===== config.mk =====
export PLATFORM = sky130hd
export DESIGN_NAME = kmhr_report_reg_flat
export DESIGN_NICKNAME = d
export VERILOG_FILES = /design/src/hw/rtl/kmhr_pkg.sv /design/src/hw/rtl/kmhr_ifs.sv /design/src/hw/rtl/kmhr_report_reg.sv /design/src/flat_wrapper.sv
export SDC_FILE = /design/constraint.sdc
export NUM_CORES = 1
export LEC_CHECK = 0
export BUFFER_PORTS_ARGS = -buffer_cell sky130_fd_sc_hd__buf_2
export CELL_PAD_IN_SITES_DETAIL_PLACEMENT = 1
export CELL_PAD_IN_SITES_GLOBAL_PLACEMENT = 1
export CORE_MARGIN = 2
export CORE_UTILIZATION = 32
export CTS_CLUSTER_SIZE = 14
export DETAILED_ROUTE_END_ITERATION = 8
export GPL_ROUTABILITY_DRIVEN = 1
export PLACE_DENSITY = 0.86
export SLEW_MARGIN = 20
export SYNTH_ARGS = -nofsm -noshare
export SYNTH_HDL_FRONTEND = slang
export SYNTH_SLANG_ARGS = --single-unit

===== constraint.sdc =====
create_clock -name i_clk -period 1.8 [get_ports i_clk]
set_clock_uncertainty 0.2 [all_clocks]
set_input_delay 0.36 -clock i_clk [delete_from_list [all_inputs] [get_ports i_clk]]
set_output_delay 0.36 -clock i_clk [all_outputs]
set_load 0.01 [all_outputs]

===== src/hw/rtl/kmhr_pkg.sv =====
// Package: sizes, keymap ROM and shared types for the key matrix report builder.
`default_nettype none
package kmhr_pkg;

    localparam int ROW_COUNT    = 8;
    localparam int COLUMN_COUNT = 8;
    localparam int REPORT_SLOTS = 6;

    localparam int ROW_W      = 3;
    localparam int LEVEL_W    = 8;
    localparam int BYTE_W     = 8;
    localparam int CODE_W     = 16;
    localparam int OUT_SLOTS  = 6;
    localparam int TABLE_SIZE = 64;
    localparam int TBL_W      = $clog2(TABLE_SIZE);
    localparam int SLOT_CNT_W = $clog2(REPORT_SLOTS + 1);
    localparam int SLOT_IDX_W = $clog2(OUT_SLOTS);
    localparam int POS_W      = $clog2(REPORT_SLOTS + COLUMN_COUNT + 1);
    localparam logic [ROW_W-1:0] LAST_ROW = ROW_W'(ROW_COUNT - 1);

    // Running accumulators of one scan
    typedef struct packed {
        logic [BYTE_W-1:0]                  modifier;
        logic [OUT_SLOTS-1:0][BYTE_W-1:0]   slots;
        logic [SLOT_CNT_W-1:0]              used;
        logic                               touched;
    } t_scan_acc;

    // One boot report
    typedef struct packed {
        logic [BYTE_W-1:0]                  modifier;
        logic [OUT_SLOTS-1:0][BYTE_W-1:0]   slots;
    } t_report;

    // Keymap ROM: usage codes, modifiers carry their bit in the high byte
    function automatic logic [CODE_W-1:0] key_code(input logic [TBL_W-1:0] idx);
        logic [CODE_W-1:0] c;
        case (idx)
            6'd0:  c = 16'd41;   6'd1:  c = 16'd43;   6'd2:  c = 16'h0100; 6'd3:  c = 16'd0;
            6'd4:  c = 16'h0200; 6'd5:  c = 16'd40;   6'd6:  c = 16'd52;   6'd7:  c = 16'd47;
            6'd8:  c = 16'd30;   6'd9:  c = 16'd31;   6'd10: c = 16'd32;   6'd11: c = 16'd33;
            6'd12: c = 16'd34;   6'd13: c = 16'd35;   6'd14: c = 16'd36;   6'd15: c = 16'd37;
            6'd16: c = 16'd20;   6'd17: c = 16'd26;   6'd18: c = 16'd8;    6'd19: c = 16'd21;
            6'd20: c = 16'd23;   6'd21: c = 16'd28;   6'd22: c = 16'd24;   6'd23: c = 16'd12;
            6'd24: c = 16'd4;    6'd25: c = 16'd22;   6'd26: c = 16'd7;    6'd27: c = 16'd9;
            6'd28: c = 16'd10;   6'd29: c = 16'd11;   6'd30: c = 16'd13;   6'd31: c = 16'd14;
            6'd32: c = 16'd29;   6'd33: c = 16'd27;   6'd34: c = 16'd6;    6'd35: c = 16'd25;
            6'd36: c = 16'd5;    6'd37: c = 16'd17;   6'd38: c = 16'd16;   6'd39: c = 16'd54;
            6'd40: c = 16'd82;   6'd41: c = 16'd80;   6'd42: c = 16'd39;   6'd43: c = 16'd44;
            6'd44: c = 16'd55;   6'd45: c = 16'd19;   6'd46: c = 16'd18;   6'd47: c = 16'd38;
            6'd48: c = 16'd79;   6'd49: c = 16'd81;   6'd50: c = 16'd45;   6'd51: c = 16'd56;
            6'd52: c = 16'd51;   6'd53: c = 16'd49;   6'd54: c = 16'd15;   6'd55: c = 16'd46;
            6'd59: c = 16'd57;
            default: c = 16'd0;
        endcase
        return c;
    endfunction

endpackage
`default_nettype wire


===== src/hw/rtl/kmhr_ifs.sv =====
// Interfaces: row sample channel and report channel.
`default_nettype none


interface kmhr_report_if;
    import kmhr_pkg::*;
    logic              valid;
    logic              ready;
    logic [BYTE_W-1:0] modifier_bits;
    logic [BYTE_W-1:0] key_slot0;
    logic [BYTE_W-1:0] key_slot1;
    logic [BYTE_W-1:0] key_slot2;
    logic [BYTE_W-1:0] key_slot3;
    logic [BYTE_W-1:0] key_slot4;
    logic [BYTE_W-1:0] key_slot5;
    modport source (output valid, output modifier_bits, output key_slot0, output key_slot1,
                    output key_slot2, output key_slot3, output key_slot4, output key_slot5,
                    input ready);
    modport sink   (input valid, input modifier_bits, input key_slot0, input key_slot1,
                    input key_slot2, input key_slot3, input key_slot4, input key_slot5,
                    output ready);
endinterface
`default_nettype wire


===== src/hw/rtl/kmhr_report_reg.sv =====
// Output register holding one finished report until the sink takes it.
`default_nettype none
module kmhr_report_reg
    import kmhr_pkg::*;
(
    input  wire logic     i_clk,
    input  wire logic     i_rst_n,
    input  wire logic     i_load,
    input  wire t_report  i_report,
    output logic          o_free,
    kmhr_report_if.source o_report
);

    logic    r_vld;
    t_report r_report;

    assign o_free = !r_vld || o_report.ready;

    always_ff @(posedge i_clk) begin
        if (!i_rst_n) begin
            r_vld <= 1'b0;
        end else if (o_free) begin
            r_vld <= i_load;
        end
    end

    always_ff @(posedge i_clk) begin
        if (i_load && o_free) begin
            r_report <= i_report;
        end
    end

    assign o_report.valid         = r_vld;
    assign o_report.modifier_bits = r_report.modifier;
    assign o_report.key_slot0     = r_report.slots[0];
    assign o_report.key_slot1     = r_report.slots[1];
    assign o_report.key_slot2     = r_report.slots[2];
    assign o_report.key_slot3     = r_report.slots[3];
    assign o_report.key_slot4     = r_report.slots[4];
    assign o_report.key_slot5     = r_report.slots[5];

endmodule
`default_nettype wire


===== src/flat_wrapper.sv =====
// flat-port wrapper written by rule: the top's interface ports become plain ports
module kmhr_report_reg_flat import kmhr_pkg::*;
  (i_clk, i_rst_n, i_load, i_report, o_free, o_report_valid, o_report_modifier_bits, o_report_key_slot0, o_report_key_slot1, o_report_key_slot2, o_report_key_slot3, o_report_key_slot4, o_report_key_slot5, o_report_ready);
  kmhr_report_if o_report_i ();
  input  wire logic i_clk;
  input  wire logic i_rst_n;
  input  wire logic i_load;
  input  wire t_report i_report;
  output logic o_free;
  output wire logic [$bits(o_report_i.valid)-1:0] o_report_valid;
  output wire logic [$bits(o_report_i.modifier_bits)-1:0] o_report_modifier_bits;
  output wire logic [$bits(o_report_i.key_slot0)-1:0] o_report_key_slot0;
  output wire logic [$bits(o_report_i.key_slot1)-1:0] o_report_key_slot1;
  output wire logic [$bits(o_report_i.key_slot2)-1:0] o_report_key_slot2;
  output wire logic [$bits(o_report_i.key_slot3)-1:0] o_report_key_slot3;
  output wire logic [$bits(o_report_i.key_slot4)-1:0] o_report_key_slot4;
  output wire logic [$bits(o_report_i.key_slot5)-1:0] o_report_key_slot5;
  input wire logic [$bits(o_report_i.ready)-1:0] o_report_ready;
  assign o_report_valid = o_report_i.valid;
  assign o_report_modifier_bits = o_report_i.modifier_bits;
  assign o_report_key_slot0 = o_report_i.key_slot0;
  assign o_report_key_slot1 = o_report_i.key_slot1;
  assign o_report_key_slot2 = o_report_i.key_slot2;
  assign o_report_key_slot3 = o_report_i.key_slot3;
  assign o_report_key_slot4 = o_report_i.key_slot4;
  assign o_report_key_slot5 = o_report_i.key_slot5;
  assign o_report_i.ready = o_report_ready;
  kmhr_report_reg u_core (.i_clk(i_clk), .i_rst_n(i_rst_n), .i_load(i_load), .i_report(i_report), .o_free(o_free), .o_report(o_report_i));
endmodule

# --- After elaboration in Yosys (flattened, before gate mapping) ---
# Index checks and enable logic that the tools add are counted.
classes:
  n_reduce_logical: 3
ops:
  columns: ["op", "count"]
  rows:
  - ["$logic_and A1 B1 Y1", 1]
  - ["$logic_not A1 Y1", 1]
  - ["$logic_or A1 B1 Y1", 1]
totals:
  in_bits: 60
  word_cells: 11
  out_inout_bits: 58
  ff_bits: 57

# --- Logic depth before layout (Yosys ltp) ---
depth:
  depth_word: 3
  depth_mapped: 2

# --- Worst setup path before layout ---
# No wires, ideal clock.
synth_path:
  path_kind: "input port to flip-flop"
  start: "input port o_report_ready"
  end: "register u_core.r_report (netlist bit u_core.o_report.key_slot0[0]) (enable)"
  path_buffers: 0
  slack_ps: 235
  required_ps: 1226
  setup_ps: 374
  arrival_time_ps: 991
  cell_stages: 2
  path_cell_list: "nand2b_4 and2_4"
synth_via:
  elab_chain_len: 2
synth_lines:
  columns: ["item", "line", "text"]
  rows:
  - ["start: declaration", "flat_wrapper.sv:18", "input wire logic [$bits(o_report_i.ready)-1:0] o_report_ready;"]
  - ["$logic_or A1 B1 Y1", "kmhr_report_reg.sv:17", "assign o_free = !r_vld || o_report.ready;"]
  - ["$logic_and A1 B1 Y1", "kmhr_report_reg.sv:28", "if (i_load && o_free) begin"]
  - ["end signal: assignment", "kmhr_report_reg.sv:29", "r_report <= i_report;"]
  - ["end: declaration", "kmhr_report_reg.sv:15", "t_report r_report;"]
# Every way passes these cells.
# A chain may end at the register's enable or synchronous reset.

# --- Final worst setup path ---
layout_path:
  start: "register u_core.r_vld, in the netlist u_core.o_report.valid"
  end: "output port o_free"
layout_via:
  elab_chain_len: 2
layout_lines:
  columns: ["item", "line", "text"]
  rows:
  - ["start: declaration", "kmhr_report_reg.sv:14", "logic r_vld;"]
  - ["start signal: assignment", "kmhr_report_reg.sv:23", "r_vld <= i_load;"]
  - ["$logic_not A1 Y1", "kmhr_report_reg.sv:17", null]
  - ["$logic_or A1 B1 Y1", "kmhr_report_reg.sv:17", null]
  - ["end: declaration", "flat_wrapper.sv:9", "output logic o_free;"]
# Every way passes these cells.

==> impl.org <==
** Outcome
- Run status :: completed

** Min path
- The tightest min-delay check is of the in -> reg type.
- Counting instances, the worst hold path has a depth of 1.

** Synth
- The share of the synthesized area in compound gates (AO/OA/AOI/OAI) is 0.00647.
- Ys flop type :: sky130_fd_sc_hd__edfxtp_1
- Post-synthesis adder-cell area fraction :: 0
- Of the total synthesized cell area, the portion taken by AND, OR, NAND and NOR gates is 0.0129.
- The number of nets handed over by synthesis was 121.
- In the synthesized netlist the async set-or-reset flop fraction comes to 0.
- Post-synthesis average cell area :: 28.5 µm²
- Seq cells post-synth :: 57
- Yosys attributes the largest share of cell area to sky130_fd_sc_hd__edfxtp_1 97%, sky130_fd_sc_hd__dfxtp_1 1.2%, sky130_fd_sc_hd__nand2b_4 0.79%.
- Of the post-synthesis cell area, the part taken by muxes is 0.
- Largest family of logic cells by synthesized area :: simple AND/OR/NAND/NOR gates
- For this run, the register share of the synthesized area comes to 0.978.
- Counting every instance in the synthesized netlist gives 61.
- Of the total synthesized cell area, the portion taken by XOR and XNOR cells is 0.
- The synthesized design spends more area on one cell type than any other, namely sky130_fd_sc_hd__edfxtp_1.
- Synth warnings :: 0
- Share of the synthesized area in the top cell type :: 0.967
- Counting distinct cell types in the post-synthesis netlist gives 6.
- Post-Syn Area :: 1740 µm²
- Yosys mapped a number of flops with a built-in enable equal to 56.
- Most frequently used cell type in the post-synthesis netlist :: sky130_fd_sc_hd__edfxtp_1

** Clock network
- TritonCTS Buffers :: 9
- The clock tree synthesis step divided the H-tree into 3 levels.
- Worst-skew pair later-pin latency :: 0.32 ns
- In this run, post-CTS repair resized a total of 0 instances.
- CTS clock-pin slew for the worst setup and hold paths :: 0.06 ns
- TritonCTS built the clock tree.
- Number of sinks driven by the clock tree :: between 50 and 60
- Clock tree root buffer cell :: sky130_fd_sc_hd__clkbuf_8
- Post-CTS timing repair inserted 0 buffers for setup.
- Worst-case clock buffer depth :: 2

** Final layout
- After filler insertion, the fill cell instance count of the layout stands at 510.
- The number of antenna diodes in the final layout is 0.
- Of the cells placed in the final design, the portion with a size suffix greater than 1 is 0.604.
- Total Nets Final :: 274
- Area occupied by multi-input gates :: 33.8 µm²
- Post-synthesis to final-layout area growth :: 62.4%
- Sequential Area :: roughly 1700 µm²

** Critical path
- Slowest stage delay, CP :: ~0.38 ns
- The critical path in this run is classified as reg -> out.
- Kind of capture point of the worst setup path :: primary output
- The critical path goes through nand2b_4, buf_2.
- Of all nets on the critical path, the largest fanout is 3.
- CP startpoint kind :: register
- STA puts the critical path data required time at around 1.2 ns.
- Arrival time of the worst setup path :: 0.91 ns
- Cell type of the slowest stage on the worst timing path :: sky130_fd_sc_hd__dfxtp_1
- Worst Reg2Reg Path Length in Cells :: 3

** Floorplan
- Core Area :: 5170 µm²
- The floorplan step defined a die boundary enclosing 6040 µm².
- From bottom edge to top edge, the die measures 77.7 µm.
- Floorplan row count :: 26
- I/O pins :: between 100 and 150
- The die is approximately 80 µm wide.
- Starting density of the core :: 0.336

** Run
- Max-cap violation count :: 0

** Global route
- The number of antenna violations at the first check in global routing is 0.
- Maximum number of pins on one net before global-route repair :: 30
- The first global-routing pass estimated 5890 µm of wire.
- Gr ovfl total :: 0
- Number of global-route vias before repair :: 1,161
- For this run, the total global-route usage over all layers was measured as 0.137.

** Place
- Gp weighted congestion :: 0.670
- The HPWL after detailed placement is 2940 µm.
- During placement, the flow inserted port buffers numbering 117.
- Post-placement setup slack :: approximately 0.35 ns

** Timing
- Setup repair after global routing left no endpoint under its margin.
- Sum Neg Setup Slack :: 0 ns
- The count of final max-slew check failures was 0.
- For the pin with the worst max-slew slack, the measured transition is roughly 0.16 ns.
- Setup violations remaining at the end of the flow were counted as 0.
- In the finished design, the share of the clock period the worst path needs comes to 0.817.
- Worst slew margin :: 0.894
- The total count of hold-check failures in the final report was 0.
- Max Freq :: 680 MHz
- PnR worst setup slack :: 0.329 ns
- The routed design could run at a clock period as short as between 1 and 1.5 ns.

** Routing
- For this run, the detailed router's first-pass iteration total came to 4.
- Initial DRC Count :: between 40 and 50
- Detailed-route via count :: 1,176
- Via density :: 4.10
- After detailed routing, the average wire length per cell comes to 14.9 µm.
- Detailed-route wire length :: 4270 µm
- Post-route ant nets :: 0
- Number of DRC violations after detailed routing :: 0

** Power and ir drop
- Power Density :: about 1000 nW/µm²
- The analysis attributes to cell leakage a power of 0.00122 µW.
- Across the VDD grid, the largest voltage drop is 606 µV.
==> what timing repair did <==
item | 4_1_cts | 5_1_grt
endpoints found under the setup margin | 0 | 0
hold endpoints to repair | 12 | 11
hold buffers | 12 | 11
==> per-stage QoR <==
step	total power (µW)	hold WS [ns]	util	area, µm²	instances
2_1_floorplan	1670	0.259	-	1740	61
3_3_place_gp	1820	0.285	0.474	2450	250
6_report	2740	0.0201	0.546	2830	287
5_1_grt	2850	-0.000554	0.546	2830	287
3_5_place_dp	1830	0.313	0.474	2450	250
4_1_cts	2750	0.000354	0.525	2720	276
==> layout by cell type, fill, tap and decap left out, drive strengths merged <==
| cell | n |
|---|---|
| buf | 119 |
| edfxtp | 56 |
| dlygate4sd3 | 23 |
| clkbuf | 12 |
| clkinv | 2 |
| nand2b | 1 |
| inv | 1 |
| a21boi | 1 |
| and2 | 1 |
| dfxtp | 1 |
==> routing by layer <==
layer | global-route usage | vias up | wire (µm)
met3 | 0.0686 | 7 | 425
met1 | 0.145 | 551 | 1530
li1 | - | 547 | -
met5 | 0 | - | 0
met2 | 0.224 | 71 | 2260
met4 | 0.0696 | 0 | 53
==> worst max-delay path: cells and delay by family (launching register included) <==
kind                   cells  cell delay [ns]
flip-flops                 1             0.38
buffers and inverters      1             0.14
AND/OR/NAND/NOR            1             0.08
==> area by class of cell <==
type,instances,share of cell area
clock buffers,12,0.0478
clock inverters,2,0.00266
inverters,1,0.00133
multi-input cells,3,0.0120
flip-flops and latches,57,0.602
well taps,70,0.0310
repair buffers,142,0.303
==> power by group <==
part / internal [µW] / leakage, µW / switching (µW)
Clock: 475 / 0.0000714 / 429
Sequential: 1550 / 0.000550 / 18.9
Combinational: 141 / 0.000595 / 129
==> registers in the layout, summed over array words and instances (netlist names) <==
signal	cells
u_core.o_report.key_slot1	8
u_core.o_report.key_slot2	8
u_core.o_report.valid	1
u_core.o_report.key_slot0	8
u_core.o_report.key_slot3	8
u_core.o_report.key_slot5	8
u_core.o_report.key_slot4	8
u_core.o_report.modifier_bits	8
==> kinds of logic (layout without fill, tap and decap cells) <==
group,after synthesis,after routing
buf+inv,1,157
flops,57,57
simple gates,2,2
compound gates,1,1
==> worst paths after layout <==
path / start / endpoint / slack, ns
worst min register to register: u_core.o_report.valid$_SDFFE_PN0P_ / u_core.o_report.valid$_SDFFE_PN0P_ / 0.32
worst max-delay path: u_core.o_report.valid$_SDFFE_PN0P_ / o_free / 0.33
worst max register to register: u_core.o_report.valid$_SDFFE_PN0P_ / u_core.o_report.key_slot5[0]$_DFFE_PP_ / 0.50
worst min-delay path: i_report[53] / u_core.o_report.modifier_bits[5]$_DFFE_PP_ / 0.02
Note: power is estimated with default switching activity, not from simulation.
