===== src/hw/rtl/kmhr_pkg.sv =====
// Package: sizes, keymap ROM and shared types for the key matrix report builder.
`default_nettype none
package kmhr_pkg;

    localparam int ROW_COUNT    = 8;
    localparam int COLUMN_COUNT = 8;
    localparam int REPORT_SLOTS = 6;

    localparam int ROW_W      = 3;
    localparam int LEVEL_W    = 8;
    localparam int BYTE_W     = 8;
    localparam int CODE_W     = 16;
    localparam int OUT_SLOTS  = 6;
    localparam int TABLE_SIZE = 64;
    localparam int TBL_W      = $clog2(TABLE_SIZE);
    localparam int SLOT_CNT_W = $clog2(REPORT_SLOTS + 1);
    localparam int SLOT_IDX_W = $clog2(OUT_SLOTS);
    localparam int POS_W      = $clog2(REPORT_SLOTS + COLUMN_COUNT + 1);
    localparam logic [ROW_W-1:0] LAST_ROW = ROW_W'(ROW_COUNT - 1);

    // Running accumulators of one scan
    typedef struct packed {
        logic [BYTE_W-1:0]                  modifier;
        logic [OUT_SLOTS-1:0][BYTE_W-1:0]   slots;
        logic [SLOT_CNT_W-1:0]              used;
        logic                               touched;
    } t_scan_acc;

    // One boot report
    typedef struct packed {
        logic [BYTE_W-1:0]                  modifier;
        logic [OUT_SLOTS-1:0][BYTE_W-1:0]   slots;
    } t_report;

    // Keymap ROM: usage codes, modifiers carry their bit in the high byte
    function automatic logic [CODE_W-1:0] key_code(input logic [TBL_W-1:0] idx);
        logic [CODE_W-1:0] c;
        case (idx)
            6'd0:  c = 16'd41;   6'd1:  c = 16'd43;   6'd2:  c = 16'h0100; 6'd3:  c = 16'd0;
            6'd4:  c = 16'h0200; 6'd5:  c = 16'd40;   6'd6:  c = 16'd52;   6'd7:  c = 16'd47;
            6'd8:  c = 16'd30;   6'd9:  c = 16'd31;   6'd10: c = 16'd32;   6'd11: c = 16'd33;
            6'd12: c = 16'd34;   6'd13: c = 16'd35;   6'd14: c = 16'd36;   6'd15: c = 16'd37;
            6'd16: c = 16'd20;   6'd17: c = 16'd26;   6'd18: c = 16'd8;    6'd19: c = 16'd21;
            6'd20: c = 16'd23;   6'd21: c = 16'd28;   6'd22: c = 16'd24;   6'd23: c = 16'd12;
            6'd24: c = 16'd4;    6'd25: c = 16'd22;   6'd26: c = 16'd7;    6'd27: c = 16'd9;
            6'd28: c = 16'd10;   6'd29: c = 16'd11;   6'd30: c = 16'd13;   6'd31: c = 16'd14;
            6'd32: c = 16'd29;   6'd33: c = 16'd27;   6'd34: c = 16'd6;    6'd35: c = 16'd25;
            6'd36: c = 16'd5;    6'd37: c = 16'd17;   6'd38: c = 16'd16;   6'd39: c = 16'd54;
            6'd40: c = 16'd82;   6'd41: c = 16'd80;   6'd42: c = 16'd39;   6'd43: c = 16'd44;
            6'd44: c = 16'd55;   6'd45: c = 16'd19;   6'd46: c = 16'd18;   6'd47: c = 16'd38;
            6'd48: c = 16'd79;   6'd49: c = 16'd81;   6'd50: c = 16'd45;   6'd51: c = 16'd56;
            6'd52: c = 16'd51;   6'd53: c = 16'd49;   6'd54: c = 16'd15;   6'd55: c = 16'd46;
            6'd59: c = 16'd57;
            default: c = 16'd0;
        endcase
        return c;
    endfunction

endpackage
`default_nettype wire


===== src/hw/rtl/kmhr_ifs.sv =====
// Interfaces: row sample channel and report channel.
`default_nettype none
interface kmhr_row_if;
    import kmhr_pkg::*;
    logic               valid;
    logic               ready;
    logic [ROW_W-1:0]   row;
    logic [LEVEL_W-1:0] column_levels;
    modport source (output valid, output row, output column_levels, input ready);
    modport sink   (input valid, input row, input column_levels, output ready);
endinterface

`default_nettype wire


===== src/hw/rtl/kmhr_in_reg.sv =====
// Input register stage for row samples.
`default_nettype none
module kmhr_in_reg
    import kmhr_pkg::*;
(
    input  wire logic       i_clk,
    input  wire logic       i_rst_n,
    kmhr_row_if.sink        i_item,
    input  wire logic       i_adv,
    output logic            o_vld,
    output logic [ROW_W-1:0]   o_row,
    output logic [LEVEL_W-1:0] o_levels
);

    logic               r_vld;
    logic [ROW_W-1:0]   r_row;
    logic [LEVEL_W-1:0] r_levels;

    // slot frees when held item moves on this cycle
    assign i_item.ready = !r_vld || i_adv;

    always_ff @(posedge i_clk) begin
        if (!i_rst_n) begin
            r_vld <= 1'b0;
        end else if (i_item.ready) begin
            r_vld <= i_item.valid;
        end
    end

    always_ff @(posedge i_clk) begin
        if (i_item.valid && i_item.ready) begin
            r_row    <= i_item.row;
            r_levels <= i_item.column_levels;
        end
    end

    assign o_vld    = r_vld;
    assign o_row    = r_row;
    assign o_levels = r_levels;

endmodule
`default_nettype wire


===== src/flat_wrapper.sv =====
// flat-port wrapper written by rule: the top's interface ports become plain ports
module kmhr_in_reg_flat import kmhr_pkg::*;
  (i_clk, i_rst_n, i_adv, o_vld, o_row, o_levels, i_item_valid, i_item_row, i_item_column_levels, i_item_ready);
  kmhr_row_if i_item_i ();
  input  wire logic i_clk;
  input  wire logic i_rst_n;
  input  wire logic i_adv;
  output logic o_vld;
  output logic [ROW_W-1:0] o_row;
  output logic [LEVEL_W-1:0] o_levels;
  input wire logic [$bits(i_item_i.valid)-1:0] i_item_valid;
  input wire logic [$bits(i_item_i.row)-1:0] i_item_row;
  input wire logic [$bits(i_item_i.column_levels)-1:0] i_item_column_levels;
  output wire logic [$bits(i_item_i.ready)-1:0] i_item_ready;
  assign i_item_i.valid = i_item_valid;
  assign i_item_i.row = i_item_row;
  assign i_item_i.column_levels = i_item_column_levels;
  assign i_item_ready = i_item_i.ready;
  kmhr_in_reg u_core (.i_clk(i_clk), .i_rst_n(i_rst_n), .i_item(i_item_i), .i_adv(i_adv), .o_vld(o_vld), .o_row(o_row), .o_levels(o_levels));
endmodule

===== config.mk =====
export PLATFORM = sky130hd
export DESIGN_NAME = kmhr_in_reg_flat
export DESIGN_NICKNAME = d
export VERILOG_FILES = /design/src/hw/rtl/kmhr_pkg.sv /design/src/hw/rtl/kmhr_ifs.sv /design/src/hw/rtl/kmhr_in_reg.sv /design/src/flat_wrapper.sv
export SDC_FILE = /design/constraint.sdc
export NUM_CORES = 1
export LEC_CHECK = 0
export BUFFER_PORTS_ARGS = -buffer_cell sky130_fd_sc_hd__buf_2
export CORE_AREA = 5 5 42 44
export CTS_CLUSTER_SIZE = 30
export DETAILED_ROUTE_END_ITERATION = 7
export DIE_AREA = 0 0 47 49
export GPL_TIMING_DRIVEN = 0
export HOLD_SLACK_MARGIN = 0.03
export MAX_ROUTING_LAYER = met4
export PLACE_DENSITY = 0.65
export SLEW_MARGIN = 25
export SYNTH_ARGS = -nofsm -noshare
export SYNTH_HDL_FRONTEND = slang
export SYNTH_SLANG_ARGS = --single-unit

===== constraint.sdc =====
create_clock -name i_clk -period 1.2 [get_ports i_clk]
set_clock_uncertainty 0.15 [all_clocks]
set_input_delay 0.18 -clock i_clk [delete_from_list [all_inputs] [get_ports i_clk]]
set_output_delay 0.18 -clock i_clk [all_outputs]
set_load 0.02 [all_outputs]

### Yosys cells after proc, flatten, opt, wreduce, memory -nomap -nowiden

Index checks and enable logic that the tools add are counted.
Widths: inputs -> output; s select.

* register bits after elaboration: 12
* bits in latches: 0
* bits in writable memories: 0
* ROM bits: 0
* input bits: 15
* output and inout bits: 13
* memories kept: 0

* $add $sub $neg: 0
* $mul: 0
* divide/modulo/power cells: 0
* $lt $le $gt $ge: 0
* equal/unequal tests: 0
* shift-type cells: 0
* muxes and demuxes: 0
* bitwise operators: 0
* reduce and logical (&&, ||, !) cells: 3

Operators by type and width (count)
* $logic_and 1x1->1: 1
* $logic_not 1->1: 1
* $logic_or 1x1->1: 1

### Logic depth before layout (Yosys ltp)

Gate-level depths: netlist (run 1).

* word-level depth: 3
* mapped depth: 2
* gate-level depth less buffers: 2

### Worst setup path before layout (run 1)

OpenSTA, ideal clock, no wires.

* kind: register to register
* from: register u_core.r_vld, in the netlist u_core.o_vld
* to: register u_core.r_levels[0], in the netlist u_core.o_levels[0] (enable)
* library setup time: 0.252 ns
* arrival: 0.799 ns
* required time: 0.798 ns
* slack: -0.001 ns
* stages on the path, launching flop included: 3
* buffers on the path: 0
* period minus slack after synthesis: 1.201 ns
* cells stage by stage: dfxtp_1 -> nand2b_4 -> and2_4

* cells in the longest elaborated chain, start to end: 3

Ends and longest elaborated chain
* start, declared: line kmhr_in_reg.sv:15 `logic r_vld;`
* start signal, assigned: line kmhr_in_reg.sv:26 `r_vld <= i_item.valid;`
* $logic_not 1->1: line kmhr_in_reg.sv:20 `assign i_item.ready = !r_vld || i_adv;`
* $logic_or 1x1->1: line kmhr_in_reg.sv:20
* via i_item_ready: line flat_wrapper.sv:14 `output wire logic [$bits(i_item_i.ready)-1:0] i_item_ready;`
* $logic_and 1x1->1: line kmhr_in_reg.sv:31 `if (i_item.valid && i_item.ready) begin`
* end signal, assigned: line kmhr_in_reg.sv:33 `r_levels <= i_item.column_levels;`
* end, declared: line kmhr_in_reg.sv:17 `logic [LEVEL_W-1:0] r_levels;`

The timed path passes the listed nets, and every way through them passes these cells.
A chain may end at the register's enable or synchronous reset.

### Worst setup path in the final report (run 1)

* from: register u_core.r_vld, in the netlist u_core.o_vld
* to: output i_item_ready

* cells in the longest elaborated chain, start to end: 2

Ends and longest elaborated chain (line)
* $logic_not 1->1: kmhr_in_reg.sv:20
* $logic_or 1x1->1: kmhr_in_reg.sv:20
* end, declared: flat_wrapper.sv:14

Every way passes these cells.

==> reports/qor.yml, run 1 <==
logic_synthesis:
  synth_fa_ha_area_frac: 0
  synth_cell_types: 6
  yosys.area_share.simple: 0.0581
  ys_seq_area_frac: 0.903
  synth_compound_area_frac: 0.0290
  synth_top_family_by_area: "simple AND/OR/NAND/NOR gates"
  synth-xor-area-share: 0
  syn_area_um2: 388
  ys_warn_count: 0
  synth_area_per_cell_um2: 24.2
  ys_ff_latch: 12
  synth_cells: 16
  synth_mux_area_frac: 0
  syn_nets: 31
routing:
  vias: 296
  drc: 0
  postRouteAntennaNets: 0
  avgViaCountPerCell: 3.89
  drt_first_pass_iters: 2
  wl_um: 852
  drt_iter0_markers: 2
  wl_per_cell_um: 11.2
floorplan:
  core_area_um2: 1400
  die_w_um: 47
  row_count: 14
  ioPinCount: 28
  start_util: 0.277
  dieArea_um2: 2300
  die_h_um: 49
pwr:
  ir_drop_mv: 0.581
  power.density_nw_per_um2: 1250
  total_power_uw: 874
  leakage_nw: 0.311
clock_tree:
  cts.clk_slew.worst_paths_ns: 0.06
  cts_tree: "yes"
  cts_buffer_depth: 2
  cts-buffers-inserted: 3
  ctsHtreeMaxLevel: 1
  ctsResizeCount: 0
  post_cts_buffers: 0
  clockRootBuffer: "clkbuf_4"
  cts_sinks: 12
  clock_latency_ns: 0.26
critical_path:
  cp_max_fo: 3
  r2r_cells: 2
  rrSetupSlack_ns: 0.13
  arrival_ns: 0.83
  critPathRequiredTime_ns: 0.87
  crit_type: "reg -> out"
  cp-start-kind: "flip-flop"
  end_kind: "output port"
cells_and_area:
  nNetsFinal: 76
  drive_gt1_frac: 0.567
  areaGrowthSynthToFinish_pct: 80.6
  fin_cells: 76
  num_antenna_cells: 0
timing:
  finalMaxSlewViolations: 0
  period_needed_ns: 1.16
  relSlewSlack: 0.904
  max_freq_mhz: 865
  setup_violations: 0
  holdWs_ns: 0.0466
  max_slew.worst_pin.slew_ns: 0.144
  final_hold_viol_count: 0
  rsz0062_at_grt: "no"
  final.period_utilization: 0.964
  setup_slack_ns: 0.0438
  fin_setup_tns_ns: 0
global_route:
  first_global_vias: 315
  grt_overflow: 0
  grt_max_degree: 12
  antenna_found_initial: 0
  grt_first_pass_wirelength_mm: 1.35
  track_usage: 0.0844
placed_design:
  io_buffer_count: 27
  gp_congestion: 0.537
  post-place-ws_ns: 0.120
  place_inst: 59
run_status:
  status: "finished clean"
job:
  drv_cap: 0
min_path:
  min_delay_path_depth: 3
  holdCritPathClass: "in -> reg"
-- flip-flops by register name, summed over array words and instances, names as in the netlist --
| register | cells |
|---|---|
| u_core.o_levels | 8 |
| u_core.o_row | 3 |
| u_core.o_vld | 1 |
-- cell usage after synthesis --
master / count / share of area
a21boi_2: 1 / 0.029
edfxtp_1: 11 / 0.85
and2_4: 1 / 0.023
inv_1: 1 / 0.0097
nand2b_4: 1 / 0.035
dfxtp_1: 1 / 0.052
-- power by group --
group	internal, mW	switching, mW	leakage, nW	total (mW)
Combinational	0.0672	0.0630	0.181	0.130
Sequential	0.485	0.00628	0.115	0.491
Clock	0.128	0.124	0.0150	0.252
Total	0.681	0.193	0.311	0.874
-- through the flow --
stage,util,area (µm²)
final,0.500,701
after global placement,0.388,544
after global routing,0.500,701
after CTS,0.500,701
after detailed placement,0.388,544
after floorplan,-,389
-- repair_timing --
item | CTS | global route
hold buffers | 13 | 0
setup endpoints to repair | 0 | 0
endpoints found under the hold margin | 12 | 0
-- placed cells by master, fill, tap and decap left out --
cell type,count
dfxtp_2,1
clkbuf_1,1
dlygate4sd3_1,13
nand2b_4,1
clkbuf_4,3
inv_1,1
and2_4,1
buf_2,27
edfxtp_1,11
a21boi_2,1
-- critical path: stages, from the launching register on --
cell and delay [ns]:
dfxtp_2 0.35, nand2b_4 0.06, buf_2 0.16
-- metal layers --
layer  vias to the layer above  global-route usage  part of all wire
li1                        148                   -                 -
met5                         -                   -                 0
met2                        15               0.140              0.55
met1                       133              0.0878              0.34
met3                         0              0.0332              0.11
met4                         0              0.0276                 0
-- kinds of logic (layout without fill, tap and decap cells) --
family,after synthesis,in the layout
compound gates,1,1
simple gates,2,2
buf+inv,1,45
flops,12,12
-- worst paths after layout --
check / from / end
setup / recovery: u_core.o_vld / i_item_ready
hold / removal: i_adv / u_core.o_vld
setup reg to reg: u_core.o_vld / u_core.o_levels[1]
hold reg to reg: u_core.o_vld / u_core.o_vld
-- layout make-up --
type	count	area (µm²)
Fill cell	137	701
Tap cell	16	20.0
Sequential cell	12	352
Clock buffer	4	26.3
Inverter	1	3.75
Timing Repair Buffer	40	265
Multi-Input combinational cell	3	33.8
(Power assumes the default switching activity.)
==> run 2, diff against run 1 <==
--- a/config.mk
+++ b/config.mk
@@ -5,7 +5,7 @@
 export SDC_FILE = /design/constraint.sdc
 export NUM_CORES = 1
 export LEC_CHECK = 0
-export BUFFER_PORTS_ARGS = -buffer_cell sky130_fd_sc_hd__buf_2
+export BUFFER_PORTS_ARGS = -buffer_cell sky130_fd_sc_hd__buf_4
 export CORE_AREA = 5 5 42 44
 export CTS_CLUSTER_SIZE = 30
 export DETAILED_ROUTE_END_ITERATION = 7
==> run 2 against run 1 <==
Clock power fell by 3%. Largest power group unchanged. Critical path type unchanged. Final area rose by 9.6%. First-iteration DRC count fell by 50%. Hold slack improved by 0.0048 ns. Largest cell class unchanged. Setup slack improved by 0.0047 ns. Register-to-register slack barely moved.
==> reports/qor.yml, run 2 (synthesis results as in run 1) <==
timing:
  max_freq_mhz: 868
  period_needed_ns: 1.15
  setup_violations: 0
  finalMaxSlewViolations: 0
  relSlewSlack: 0.902
  max_slew.worst_pin.slew_ns: 0.147
  fin_setup_tns_ns: 0
  rsz0062_at_grt: "no"
  setup_slack_ns: 0.0485
  final_hold_viol_count: 0
  final.period_utilization: 0.960
global_route:
  antenna_found_initial: 0
  first_global_vias: 292
  grt_max_degree: 12
  grt_first_pass_wirelength_mm: 1.27
  track_usage: 0.0815
  grt_overflow: 0
critical_path:
  cp.depth: 2
  worstPathCellList: "nand2b_4 -> buf_4"
  r2r-start: "u_core.o_vld"
  max_stage_delay_ns: 0.35
  rrSetupSlack_ns: 0.12
  crit_start: "u_core.o_vld"
  end_kind: "output port"
  path_delay_family: "flip-flops"
  crit_end: "i_item_ready"
  slowest_stage: "dfxtp_2"
  critPathRequiredTime_ns: 0.87
  crit_type: "reg -> out"
  cp_max_fo: 3
  rr_endpoint: "u_core.o_levels[3]"
  r2r_cells: 2
  cp-start-kind: "flip-flop"
  critPathBufInv: 1
  arrival_ns: 0.82
clock_tree:
  cts_buffer_depth: 2
  cts.clk_slew.worst_paths_ns: 0.06
  ctsHtreeMaxLevel: 1
  cts_tree: "yes"
  cts-buffers-inserted: 3
  cts_sinks: 12
  ctsResizeCount: 0
  clockRootBuffer: "clkbuf_4"
  clock_latency_ns: 0.25
cells_and_area:
  seqCellArea_um2: 352
  final_util: 0.548
  areaGrowthSynthToFinish_pct: 98.1
  multi_input_area_um2: 33.8
  largest_register_ff_count: 8
  n_fill_cell: 129
  fin_cells: 76
  num_antenna_cells: 0
  drive_gt1_frac: 0.567
  nNetsFinal: 76
  mostFrequentLayoutCell: "buf_4"
  mostFrequentLayoutCells: "buf_4 (27), dlygate4sd3_1 (13), edfxtp_1 (11), clkbuf_4 (3)"
  fin_area_um2: 768
run_status:
  status: "finished clean"
routing:
  wl_per_cell_um: 11.6
  postRouteAntennaNets: 0
  drt_first_pass_iters: 2
  avgViaCountPerCell: 3.96
  wl_um: 878
  drc: 0
  drt_iter0_markers: 1
  vias: 301
placed_design:
  post-place-ws_ns: 0.121
  place_area_um2: 612
  io_buffer_count: 27
  place_inst: 59
  dp_hpwl_um: 574
  gp_congestion: 0.539
floorplan:
  core_area_um2: 1400
  dieArea_um2: 2300
  start_util: 0.277
  row_count: 14
  ioPinCount: 28
  die_w_um: 47
  die_h_um: 49
pwr:
  power.density_nw_per_um2: 1170
  leakage_nw: 0.335
  ir_drop_mv: 0.580
min_path:
  holdCritPathClass: "in -> reg"
job:
  drv_cap: 0
==> run 2: cell counts in the layout (fill, tap and decap cells not counted) <==
No cell type changed its count.
==> run 2: worst min-delay path by stage <==
stage,end,start,cells past startpoint
finish,u_core.o_vld,i_adv,3
global route,u_core.o_vld,i_adv,3
CTS,u_core.o_vld,i_adv,3
detailed placement,u_core.o_row[2],i_item_row[2],1
global placement,u_core.o_levels[6],i_item_column_levels[6],1
floorplan,u_core.o_levels[0],i_item_column_levels[0],0
==> run 2: final cells by class <==
cell class / count / share of cell area
clock buffers: 4 / 0.0342
inverters: 1 / 0.00489
multi-input cells: 3 / 0.0440
flip-flops and latches: 12 / 0.458
well taps: 16 / 0.0261
repair buffers: 40 / 0.433
==> run 2: what timing repair did <==
| action | in CTS | in global routing |
|---|---|---|
| hold buffers | 13 | 0 |
| buffers inserted | 0 | 0 |
| hold endpoints to repair | 12 | 0 |
==> run 2: layer usage <==
| layer | wire length, µm | track usage |
|---|---|---|
| met3 | 94 | 0.0369 |
| met5 | 0 | - |
| met1 | 286 | 0.0787 |
| met2 | 497 | 0.138 |
| met4 | 0 | 0.0276 |
==> run 2: per-stage QoR <==
| stage | total power, mW | hold slack, ns |
|---|---|---|
| finish | 0.895 | 0.0514 |
| global route | 0.933 | 0.0462 |
| CTS | 0.902 | 0.0468 |
| detailed placement | 0.627 | 0.210 |
| global placement | 0.625 | 0.209 |
| floorplan | 0.552 | 0.129 |
==> run 2: where the power goes <==
| part | internal [mW] | switching, mW |
|---|---|---|
| combinational | 0.0930 | 0.0646 |
| clock | 0.128 | 0.117 |
| sequential | 0.485 | 0.00741 |
| total | 0.707 | 0.189 |
==> run 2: worst reg2reg max path, cell delays in order (launching register included) <==
cell,delay [ns]
dfxtp_2,0.33
nand2b_4,0.07
and2_4,0.23
==> run 3, diff against run 2 <==
--- a/config.mk
+++ b/config.mk
@@ -5,15 +5,15 @@
 export SDC_FILE = /design/constraint.sdc
 export NUM_CORES = 1
 export LEC_CHECK = 0
-export BUFFER_PORTS_ARGS = -buffer_cell sky130_fd_sc_hd__buf_4
 export CORE_AREA = 5 5 42 44
 export CTS_CLUSTER_SIZE = 30
 export DETAILED_ROUTE_END_ITERATION = 7
 export DIE_AREA = 0 0 47 49
+export DONT_BUFFER_PORTS = 1
 export GPL_TIMING_DRIVEN = 0
 export HOLD_SLACK_MARGIN = 0.03
 export MAX_ROUTING_LAYER = met4
-export PLACE_DENSITY = 0.65
+export PLACE_DENSITY = 0.47
 export SLEW_MARGIN = 25
 export SYNTH_ARGS = -nofsm -noshare
 export SYNTH_HDL_FRONTEND = slang
==> run 3 against run 2 <==
Sequential power increased by 7.1%. Count of clock-buffer cells in the layout unchanged. Register-to-register slack got worse by 0.07 ns. Setup slack about the same. Global-route usage decreased by 0.90 points. Critical path depth unchanged. Sequential share of layout area increased by 13 points. First-iteration DRC count increased by 100%. Fmax about the same. Power increased by 0.22%. Critical endpoint is now u_core.o_row[0]. Largest cell class unchanged.
==> reports/qor.yml, run 3 (synthesis results as in run 1) <==
routing:
  postRouteAntennaNets: 0
  wl_per_cell_um: 14.4
  drc: 0
  avgViaCountPerCell: 4.18
  drt_iter0_markers: 2
  wl_um: 736
  vias: 213
  drt_first_pass_iters: 2
placed_design:
  place_area_um2: 409
  post-place-ws_ns: 0.00626
  gp_congestion: 0.547
  dp_hpwl_um: 535
  io_buffer_count: 0
critical_path:
  r2r_cells: 2
  path_delay_family: "flip-flops"
  rrSetupSlack_ns: 0.05
  critPathRequiredTime_ns: 1.03
  critPathBufInv: 0
  crit_start: "u_core.o_vld"
  rr_endpoint: "u_core.o_row[0]"
  max_stage_delay_ns: 0.37
  crit_type: "reg -> reg"
  cp-start-kind: "flip-flop"
  arrival_ns: 0.98
  crit_end: "u_core.o_row[0]"
  slowest_stage: "dfxtp_2"
  cp_max_fo: 6
  worstPathCellList: "nand2b_4 -> and2_4"
  cp.depth: 2
  end_kind: "flip-flop"
  r2r-start: "u_core.o_vld"
timing:
  final.period_utilization: 0.959
  rsz0062_at_grt: "no"
  fin_setup_tns_ns: 0
  setup_slack_ns: 0.0490
  setup_violations: 0
  max_slew.worst_pin.slew_ns: 0.223
  period_needed_ns: 1.15
  holdWs_ns: 0.0145
  finalMaxSlewViolations: 0
  final_hold_viol_count: 0
  relSlewSlack: 0.852
  max_freq_mhz: 869
floorplan:
  row_count: 14
  die_w_um: 47
  ioPinCount: 28
  dieArea_um2: 2300
  die_h_um: 49
  core_area_um2: 1400
  start_util: 0.277
cells_and_area:
  num_antenna_cells: 0
  fin_area_um2: 594
  largest_register_ff_count: 8
  multi_input_area_um2: 42.5
  nNetsFinal: 51
  seqCellArea_um2: 352
  drive_gt1_frac: 0.257
  mostFrequentLayoutCell: "dlygate4sd3_1"
  areaGrowthSynthToFinish_pct: 53.2
  n_fill_cell: 138
  mostFrequentLayoutCells: "dlygate4sd3_1 (14), edfxtp_1 (11), clkbuf_4 (3), and2_4 (2)"
clock_tree:
  cts_buffer_depth: 2
  cts_sinks: 12
  clock_latency_ns: 0.26
  ctsHtreeMaxLevel: 1
  cts-buffers-inserted: 3
  post_cts_buffers: 0
  cts_tree: "yes"
  clockRootBuffer: "clkbuf_4"
  cts.clk_slew.worst_paths_ns: 0.07
job:
  drv_cap: 0
pwr:
  clkPwrFrac: 0.344
  internal_power_uw: 712
  leakage_nw: 0.220
  p_sw_uw: 185
  switching_share: 0.206
  combPwrFrac: 0.068
  power.density_nw_per_um2: 1510
  ir_drop_mv: 0.586
  seq_power_share: 0.588
global_route:
  first_global_vias: 235
  grt_overflow: 0
  track_usage: 0.0725
  grt_max_degree: 8
  grt_first_pass_wirelength_mm: 1.06
  antenna_found_initial: 0
min_path:
  holdCritPathClass: "in -> reg"
run_status:
  status: "finished clean"
-- run 3: cell count changes in the layout (fill, tap and decap cells not counted) --
cell / change
buf_4: -27
and2_4: +1
clkbuf_1: -1
clkbuf_8: +1
dlygate4sd3_1: +1
-- run 3: repair_timing --
item | in CTS | in global routing
gates resized for setup | 0 | 1
gates cloned | 1 | 0
hold buffers | 13 | 1
endpoints found under the setup margin | 11 | 5
pin swaps | 1 | 0
endpoints found under the hold margin | 12 | 6
-- run 3: stage by stage --
stage          total power, mW  std cells   util
3_3_place_gp             0.559         32  0.292
6_report                 0.897         51  0.424
3_5_place_dp             0.561         32  0.292
2_1_floorplan            0.552         16      -
5_1_grt                  0.954         51  0.424
4_1_cts                  0.913         50  0.416
-- run 3: power by group through the flow --
stage | combinational (mW) | sequential [mW] | clock (mW)
floorplan | 0.0187 | 0.534 | 0
global placement | 0.0213 | 0.538 | 0
detailed placement | 0.0222 | 0.539 | 0
CTS | 0.0577 | 0.529 | 0.326
global route | 0.0651 | 0.530 | 0.359
finish | 0.0610 | 0.528 | 0.309
-- run 3: final cells by class --
class | instances | area share
multi-input cells | 4 | 0.0716
clock buffers | 4 | 0.0611
well taps | 16 | 0.0337
repair buffers | 14 | 0.236
inverters | 1 | 0.00632
flip-flops and latches | 12 | 0.592
-- run 3: worst min-delay path by stage --
stage                         endpoint                     from  slack, ns  depth (start not counted)
finish                    u_core.o_vld                    i_adv       0.01                          2
global route              u_core.o_vld                    i_adv    -0.0006                          2
global placement    u_core.o_levels[7]  i_item_column_levels[7]       0.13                          0
CTS                       u_core.o_vld                    i_adv     0.0005                          2
detailed placement     u_core.o_row[0]            i_item_row[0]       0.13                          0
floorplan           u_core.o_levels[0]  i_item_column_levels[0]       0.13                          0
-- run 3: routing by layer --
metal,vias to the layer above,GRT usage,routed length (µm)
met5,-,-,0
met4,0,0.0553,0
met3,0,0.0369,60
met2,15,0.0928,388
met1,100,0.0828,288
li1,98,-,-
